## config.mk

```make
export PLATFORM = sky130hd
export DESIGN_NAME = three_level_priority_event_queue
export DESIGN_NICKNAME = d
export VERILOG_FILES = /design/src/rtl/tlpeq_pkg.sv /design/src/rtl/tlpeq_ctrl.sv /design/src/rtl/tlpeq_dp.sv /design/src/rtl/three_level_priority_event_queue.sv
export SDC_FILE = /design/constraint.sdc
export NUM_CORES = 2
export LEC_CHECK = 0
export ABC_AREA = 1
export BUFFER_PORTS_ARGS = -buffer_cell sky130_fd_sc_hd__buf_4
export CAP_MARGIN = 20
export CORE_ASPECT_RATIO = 0.75
export CORE_UTILIZATION = 29
export CTS_CLUSTER_SIZE = 25
export DETAILED_ROUTE_END_ITERATION = 12
export GPL_TIMING_DRIVEN = 0
export SETUP_SLACK_MARGIN = 0.2
export SLEW_MARGIN = 20
export SYNTH_ARGS = -nofsm -noshare
export SYNTH_HDL_FRONTEND = slang
export SYNTH_SLANG_ARGS = --single-unit
```

## constraint.sdc

```tcl
create_clock -name i_clk -period 4.43 [get_ports i_clk]
set_input_delay 0.2215 -clock i_clk [delete_from_list [all_inputs] [get_ports i_clk]]
set_output_delay 0.2215 -clock i_clk [all_outputs]
set_load 0.02 [all_outputs]
```

## src/rtl/tlpeq_pkg.sv

```systemverilog
// ----------------------------------------------------------------------------
// tlpeq_pkg
// Shared constants, types and helpers of the three-level priority event queue.
// ----------------------------------------------------------------------------
package tlpeq_pkg;

    localparam int LEVEL_DEPTH = 16;
    localparam int EVENT_WIDTH = 32;
    localparam int NUM_LEVELS  = 3;

    localparam int HANDLE_W = (EVENT_WIDTH < 32) ? EVENT_WIDTH : 32;
    localparam int PTR_W    = $clog2(LEVEL_DEPTH);
    localparam int CNT_W    = $clog2(LEVEL_DEPTH + 1);
    localparam int ADDR_W   = $clog2(NUM_LEVELS * LEVEL_DEPTH);

    typedef logic [1:0]          t_level;
    typedef logic [PTR_W-1:0]    t_ptr;
    typedef logic [CNT_W-1:0]    t_cnt;
    typedef logic [ADDR_W-1:0]   t_addr;
    typedef logic [HANDLE_W-1:0] t_handle;

    typedef enum logic [1:0] {
        KIND_ADD   = 2'd0,
        KIND_POP   = 2'd1,
        KIND_CLEAR = 2'd2,
        KIND_NONE  = 2'd3
    } t_kind;

    typedef enum logic [1:0] {
        ST_OK      = 2'd0,
        ST_EMPTY   = 2'd1,
        ST_FULL    = 2'd2,
        ST_BADPRIO = 2'd3
    } t_status;

    localparam t_level LVL_HIGH    = 2'd0;
    localparam t_level LVL_MEDIUM  = 2'd1;
    localparam t_level LVL_LOW     = 2'd2;
    localparam t_level LVL_INVALID = 2'd3;

    typedef struct packed {
        logic capture;
        logic execute;
        logic load;
    } t_cmd;

    function automatic t_ptr next_ptr(t_ptr p);
        t_ptr r;
        if (p == t_ptr'(LEVEL_DEPTH - 1)) begin
            r = '0;
        end else begin
            r = p + t_ptr'(1);
        end
        return r;
    endfunction

    function automatic logic [4:0] cnt5(t_cnt c);
        logic [CNT_W+4:0] w;
        w = (CNT_W + 5)'(c);
        return w[4:0];
    endfunction

    function automatic t_addr slot_addr(t_level lvl, t_ptr p);
        return t_addr'(lvl) * t_addr'(LEVEL_DEPTH) + t_addr'(p);
    endfunction

endpackage

```

## src/rtl/tlpeq_ctrl.sv

```systemverilog
// ----------------------------------------------------------------------------
// tlpeq_ctrl
// Sequencer: capture an item, execute it on the queues, load the result beat.
// ----------------------------------------------------------------------------
module tlpeq_ctrl
    import tlpeq_pkg::*;
(
    input  logic i_clk,
    input  logic i_rst_n,
    input  logic i_in_valid,
    output logic o_in_stall,
    input  logic i_out_stall,
    output logic o_out_valid,
    output t_cmd o_cmd
);

    typedef enum logic [1:0] {
        S_IDLE,
        S_EXEC,
        S_LOAD
    } t_state;

    t_state r_state;
    t_state n_state;
    logic   r_in_stall;
    logic   r_out_valid;
    logic   out_free;
    t_cmd   cmd;

    assign out_free = !r_out_valid || !i_out_stall;

    always_comb begin
        cmd     = '0;
        n_state = r_state;
        unique case (r_state)
            S_IDLE: begin
                if (i_in_valid) begin
                    cmd.capture = 1'b1;
                    n_state     = S_EXEC;
                end
            end
            S_EXEC: begin
                cmd.execute = 1'b1;
                n_state     = S_LOAD;
            end
            S_LOAD: begin
                if (out_free) begin
                    cmd.load = 1'b1;
                    n_state  = S_IDLE;
                end
            end
            default: n_state = S_IDLE;
        endcase
    end

    always_ff @(posedge i_clk) begin
        if (!i_rst_n) begin
            r_state     <= S_IDLE;
            r_in_stall  <= 1'b0;
            r_out_valid <= 1'b0;
        end else begin
            r_state <= n_state;
            if (cmd.capture) begin
                r_in_stall <= 1'b1;
            end else if (cmd.load) begin
                r_in_stall <= 1'b0;
            end
            if (cmd.load) begin
                r_out_valid <= 1'b1;
            end else if (!i_out_stall) begin
                r_out_valid <= 1'b0;
            end
        end
    end

    assign o_in_stall  = r_in_stall;
    assign o_out_valid = r_out_valid;
    assign o_cmd       = cmd;

endmodule

```

## src/rtl/tlpeq_dp.sv

```systemverilog
// ----------------------------------------------------------------------------
// tlpeq_dp
// Datapath: event store, per-level head, tail and count, result register.
// ----------------------------------------------------------------------------
module tlpeq_dp
    import tlpeq_pkg::*;
(
    input  logic        i_clk,
    input  logic        i_rst_n,
    input  t_cmd        i_cmd,
    input  logic [1:0]  i_kind,
    input  logic [31:0] i_event_req,
    input  logic [1:0]  i_priority_req,
    input  logic        i_cfg_write,
    input  logic        i_cfg_deliver_enable,
    output logic [1:0]  o_status,
    output logic [31:0] o_event_out,
    output logic [1:0]  o_level_out,
    output logic        o_delivered,
    output logic [4:0]  o_count_high,
    output logic [4:0]  o_count_medium,
    output logic [4:0]  o_count_low
);

    logic    [HANDLE_W-1:0] mem [NUM_LEVELS*LEVEL_DEPTH];

    t_kind   r_kind;
    t_level  r_prio;
    t_handle r_handle;
    logic    r_deliver_enable;

    t_ptr    r_head  [NUM_LEVELS];
    t_ptr    r_tail  [NUM_LEVELS];
    t_cnt    r_count [NUM_LEVELS];

    t_status r_res_status;
    t_level  r_res_level;
    logic    r_res_dlv;
    logic    r_res_pop;
    t_handle r_rd_data;

    logic [1:0]  r_o_status;
    logic [31:0] r_o_event;
    logic [1:0]  r_o_level;
    logic        r_o_dlv;
    logic [4:0]  r_o_cnt_h;
    logic [4:0]  r_o_cnt_m;
    logic [4:0]  r_o_cnt_l;

    logic    pop_hit;
    t_level  pop_lvl;
    logic    add_full;
    logic    add_ok;
    logic    mem_we;
    logic    mem_re;
    t_addr   wr_addr;
    t_addr   rd_addr;

    always_comb begin
        pop_hit = 1'b1;
        pop_lvl = LVL_HIGH;
        priority if (r_count[LVL_HIGH] != '0) begin
            pop_lvl = LVL_HIGH;
        end else if (r_count[LVL_MEDIUM] != '0) begin
            pop_lvl = LVL_MEDIUM;
        end else if (r_count[LVL_LOW] != '0) begin
            pop_lvl = LVL_LOW;
        end else begin
            pop_hit = 1'b0;
        end
    end

    assign add_full = (r_prio != LVL_INVALID) &&
                      (r_count[r_prio] == t_cnt'(LEVEL_DEPTH));
    assign add_ok   = (r_kind == KIND_ADD) && (r_prio != LVL_INVALID) && !add_full;
    assign mem_we   = i_cmd.execute && add_ok;
    assign mem_re   = i_cmd.execute && (r_kind == KIND_POP) && pop_hit;
    assign wr_addr  = slot_addr(r_prio, r_tail[r_prio]);
    assign rd_addr  = slot_addr(pop_lvl, r_head[pop_lvl]);

    always_ff @(posedge i_clk) begin
        if (mem_we) begin
            mem[wr_addr] <= r_handle;
        end
        if (mem_re) begin
            r_rd_data <= mem[rd_addr];
        end
    end

    // capture the item and the result of its step
    always_ff @(posedge i_clk) begin
        if (i_cmd.capture) begin
            r_kind   <= t_kind'(i_kind);
            r_prio   <= i_priority_req;
            r_handle <= i_event_req[HANDLE_W-1:0];
        end
        if (i_cmd.execute) begin
            r_res_status <= ST_OK;
            r_res_level  <= LVL_HIGH;
            r_res_dlv    <= 1'b0;
            r_res_pop    <= 1'b0;
            unique case (r_kind)
                KIND_ADD: begin
                    if (r_prio == LVL_INVALID) begin
                        r_res_status <= ST_BADPRIO;
                    end else if (add_full) begin
                        r_res_status <= ST_FULL;
                    end
                end
                KIND_POP: begin
                    if (pop_hit) begin
                        r_res_level <= pop_lvl;
                        r_res_dlv   <= r_deliver_enable;
                        r_res_pop   <= 1'b1;
                    end else begin
                        r_res_status <= ST_EMPTY;
                    end
                end
                KIND_CLEAR, KIND_NONE: begin
                end
                default: begin
                end
            endcase
        end
    end

    // queue pointers, counts and the delivery register
    always_ff @(posedge i_clk) begin
        if (!i_rst_n) begin
            for (int i = 0; i < NUM_LEVELS; i++) begin
                r_head[i]  <= '0;
                r_tail[i]  <= '0;
                r_count[i] <= '0;
            end
            r_deliver_enable <= 1'b1;
        end else begin
            if (i_cfg_write) begin
                r_deliver_enable <= i_cfg_deliver_enable;
            end
            if (i_cmd.execute) begin
                if (add_ok) begin
                    r_tail[r_prio]  <= next_ptr(r_tail[r_prio]);
                    r_count[r_prio] <= r_count[r_prio] + t_cnt'(1);
                end else if (mem_re) begin
                    r_head[pop_lvl]  <= next_ptr(r_head[pop_lvl]);
                    r_count[pop_lvl] <= r_count[pop_lvl] - t_cnt'(1);
                end else if (r_kind == KIND_CLEAR) begin
                    for (int i = 0; i < NUM_LEVELS; i++) begin
                        r_head[i]  <= '0;
                        r_tail[i]  <= '0;
                        r_count[i] <= '0;
                    end
                end
            end
        end
    end

    // result beat register
    always_ff @(posedge i_clk) begin
        if (i_cmd.load) begin
            r_o_status <= r_res_status;
            r_o_event  <= r_res_pop ? 32'(r_rd_data) : '0;
            r_o_level  <= r_res_level;
            r_o_dlv    <= r_res_dlv;
            r_o_cnt_h  <= cnt5(r_count[LVL_HIGH]);
            r_o_cnt_m  <= cnt5(r_count[LVL_MEDIUM]);
            r_o_cnt_l  <= cnt5(r_count[LVL_LOW]);
        end
    end

    assign o_status       = r_o_status;
    assign o_event_out    = r_o_event;
    assign o_level_out    = r_o_level;
    assign o_delivered    = r_o_dlv;
    assign o_count_high   = r_o_cnt_h;
    assign o_count_medium = r_o_cnt_m;
    assign o_count_low    = r_o_cnt_l;

endmodule

```

## src/rtl/three_level_priority_event_queue.sv

```systemverilog
// ----------------------------------------------------------------------------
// three_level_priority_event_queue
// Strict-priority event queue with three FIFO levels of event handles.
// ----------------------------------------------------------------------------
//  channel   handshake                  payload
//  in        i_in_valid / o_in_stall    i_kind, i_event_req, i_priority_req
//  out       o_out_valid / i_out_stall  o_status, o_event_out, o_level_out,
//                                       o_delivered, o_count_high/medium/low
//  cfg       i_cfg_valid / o_cfg_ready  i_cfg_deliver_enable
//
//  An item passes capture, queue update with the event store access and result
//  load in turn; the registered read of the event store sets the middle step.
//  A new item is taken while an earlier result beat still waits at the output.
//  A stalled output holds the result load, and so the next item, until free.
//  Reset empties all levels and sets deliver_enable; the store needs no pass.
// ----------------------------------------------------------------------------
module three_level_priority_event_queue
    import tlpeq_pkg::*;
(
    input  logic        i_clk,
    input  logic        i_rst_n,
    input  logic        i_in_valid,
    output logic        o_in_stall,
    input  logic [1:0]  i_kind,
    input  logic [31:0] i_event_req,
    input  logic [1:0]  i_priority_req,
    output logic        o_out_valid,
    input  logic        i_out_stall,
    output logic [1:0]  o_status,
    output logic [31:0] o_event_out,
    output logic [1:0]  o_level_out,
    output logic        o_delivered,
    output logic [4:0]  o_count_high,
    output logic [4:0]  o_count_medium,
    output logic [4:0]  o_count_low,
    input  logic        i_cfg_valid,
    output logic        o_cfg_ready,
    input  logic        i_cfg_deliver_enable
);

    t_cmd cmd;

    assign o_cfg_ready = 1'b1;

    tlpeq_ctrl u_ctrl (
        .i_clk       (i_clk),
        .i_rst_n     (i_rst_n),
        .i_in_valid  (i_in_valid),
        .o_in_stall  (o_in_stall),
        .i_out_stall (i_out_stall),
        .o_out_valid (o_out_valid),
        .o_cmd       (cmd)
    );

    tlpeq_dp u_dp (
        .i_clk                (i_clk),
        .i_rst_n              (i_rst_n),
        .i_cmd                (cmd),
        .i_kind               (i_kind),
        .i_event_req          (i_event_req),
        .i_priority_req       (i_priority_req),
        .i_cfg_write          (i_cfg_valid),
        .i_cfg_deliver_enable (i_cfg_deliver_enable),
        .o_status             (o_status),
        .o_event_out          (o_event_out),
        .o_level_out          (o_level_out),
        .o_delivered          (o_delivered),
        .o_count_high         (o_count_high),
        .o_count_medium       (o_count_medium),
        .o_count_low          (o_count_low)
    );

endmodule

```

==> impl_results.md <==
- CP max FO: 10
- Inserted Clock Buffers: around 170
- Worst-margin pin slew: 1160 ps
- Hold violation count in the final report: 0
- Buffers added on ports: 95
- Most frequent cells in the layout: nand3_1 (1757), edfxtp_1 (1711), inv_1 (1428)
- Slew margin rel.: 0.224
- DPL Wire Length: 181 mm
- Io pins: 97
- CTS tree: built
- PD cells: just over 400 nW/um^2
- Max-cap violations: 0
- Die ar.: roughly 260000 sq um
- Final setup fails: 0
- Routed WL: roughly 250 mm
- Max clock buf depth: 4
- Outcome: completed
- Total gr overflow: 0
- PnR worst setup slack: 173 ps
- Final nets: 7586
- Routed wire length per instance: 22.1 um
- Die width: between 500 and 600 um
- Die height: around 440 um
- Clock sinks: 1718
- Clk_lat worst skew: 820 ps
- Path category of the worst min-delay check: in2reg
- Pins Over Slew Limit: 0
- Htree depth: 4
- Row count: 161
- Post-synthesis instance total: about 7000
- Vias per inst: 4.87
- WL met3: 33.6 mm
- Max Freq: 235 MHz
- Post-route ant nets: 0
- Core footprint: approximately 260000 sq um
- Commonest non-fill, non-tap cell in the layout: nand3_1
- Wire length on met1: 104 mm
- Minimum clock period: 4260 ps
- TritonRoute pass-1 iters: 6
- Vias: about 54000
- First-pass GRT wire length: 349 mm
- Iteration-0 DRC Markers: ~8400
- Worst path required time: 5080 ps
- Largest net degree at the start of global routing: 33
- Residual DRC: 0
- GPL Wtd Cong: about 1
- FF-to-FF setup slack: 170 ps
- Reg2Reg Depth: 14
- Worst Setup Path Type: reg2reg
- Initial Util: 0.292
- Pre-CTS worst setup slack: -342 ps
- Post-Syn Area: between 70000 and 80000 sq um
- Setup crit end kind: flip-flop
- Area growth syn-to-layout: 20.1%
- Layout cells sized above 1: 0.113
- CTS clk-pin slew, worst paths: 60 ps
- Arr. time, crit path: 4910 ps
- Top sig layer: met4
- Seq/Total Area, Yosys: 0.688
- Max VDD drop: 0.000257 V
- Post-synth cell types: 34
- Final period utilization: 0.961
- Syn Area/Cell: 10.7 sq um
- Yosys warns: 0
- Total track usage: 0.184
- Cell leakage power: 36.8 nW
- Worst setup SP type: flip-flop
- Clock root buffer: clkbuf_16
- Overall Power: 36.6 mW
- Worst Skew: 66.0 ps
- Vias in the first global route: 49900
- Routed length on met2: 101 mm
- RSZ-0062 raised after global routing: false
- Hold Path Depth: 2
- FF+latch count, synth: 1718
- Initial antenna violation count: 11
==> per-stage QoR <==
stage | hold WS (ps) | std cells | TNS, ps | utilization | cell area [sq um]
floorplan | 320 | 7018 | 0 | - | 74900
global placement | 400 | 10500 | -2503420 | 0.311 | 79900
detailed placement | 401 | 10700 | -18210 | 0.325 | 83300
CTS | 72.7 | 11100 | 0 | 0.349 | 89400
global route | 95.1 | 11100 | 0 | 0.350 | 89900
finish | 113 | 11100 | 0 | 0.350 | 89900
==> timing repair <==
action / in CTS / in global routing
hold buffers: 42 / 0
gates resized for setup: 30 / 44
endpoints found under the setup margin: 620 / 738
hold endpoints to repair: 64 / 0
buffers inserted: 22 / 26
gates cloned: 2 / 0
pin swaps: 11 / 10
==> cells by family (layout without fill, tap and decap cells) <==
| group | Yosys count | in the layout | share of synthesized area |
|---|---|---|---|
| xor+xnor | 4 | 4 | 0.000468 |
| flops | 1718 | 1718 | 0.688 |
| other cells | 2 | 18 | 0.000100 |
| fa+ha+maj | 5 | 5 | 0.000836 |
| compound gates | 44 | 44 | 0.00348 |
| simple gates | 3406 | 3408 | 0.211 |
| buf+inv | 1830 | 2477 | 0.0959 |
==> Yosys cell counts, drive strengths merged <==
library cell  number  share of area
nand3           1766           0.12
edfxtp          1711           0.69
inv             1435          0.072
nand2           1308          0.066
buf              251          0.017
nand3b           195          0.020
clkbuf           143         0.0072
nor2             127         0.0067
o21ai             19         0.0014
a21oi             17         0.0011
dfxtp              7         0.0019
ha                 5        0.00084
a32oi              4        0.00047
nand4              4        0.00033
xor2               4        0.00047
or2                3        0.00025
conb               2        0.00010
nor3               2        0.00013
a211oi             1        0.00017
a221oi             1        0.00012
a31oi              1       0.000084
and3               1       0.000084
clkinv             1       0.000050
o22ai              1       0.000084
==> worst paths after layout <==
path,from,endpoint
hold reg to reg,u_dp.r_res_status[0],u_dp.o_status[0]
hold / removal,i_event_req[1],u_dp.r_handle[1]
setup reg to reg,u_dp.r_count[1][0],u_dp.r_rd_data[19]
setup / recovery,u_dp.r_count[1][0],u_dp.r_rd_data[19]
==> per-layer routing <==
metal	GRT usage	vias to the layer above
li1	-	24300
met1	0.272	26200
met2	0.261	3100
met3	0.0516	366
met4	0.0528	0
met5	0	-
==> cell type report <==
cell class | count | area (sq um)
clock buffers | 220 | 4690
clock inverters | 84 | 698
diodes | 7 | 17.5
well taps | 3423 | 4280
plain buffers | 394 | 1870
fillers | 25100 | 167000
multi-input cells | 3472 | 16600
inverters | 1436 | 5390
flip-flops and latches | 1718 | 51500
repair buffers | 343 | 4770
==> registers in the layout, indices dropped and copies added (netlist names), 13 cells and up, named ones only <==
signal            cells
u_dp.r_handle        32
u_dp.r_rd_data       32
u_dp.o_event_out     32
u_dp.r_tail          16
u_dp.r_count         20
u_dp.r_head          13
u_dp.mem           1536
==> worst max-delay path, stage by stage (launching register included) <==
cell,delay [ps]
edfxtp_1,540
nor2_1,210
nand3_2,200
nor2_2,320
nand2_1,270
nor2_1,260
a211oi_4,120
buf_8,200
inv_2,230
buf_4,410
buf_2,320
nand3_1,190
nand2_1,480
nand2_1,120
nand3_1,140
==> where the power goes <==
part | switching (mW) | internal, mW | leakage [nW] | total (mW)
registers | 0.120 | 18.0 | 15.5 | 18.1
clock network | 6.29 | 8.11 | 2.61 | 14.4
logic | 3.01 | 1.03 | 18.7 | 4.04
(Power assumes the default switching activity.)
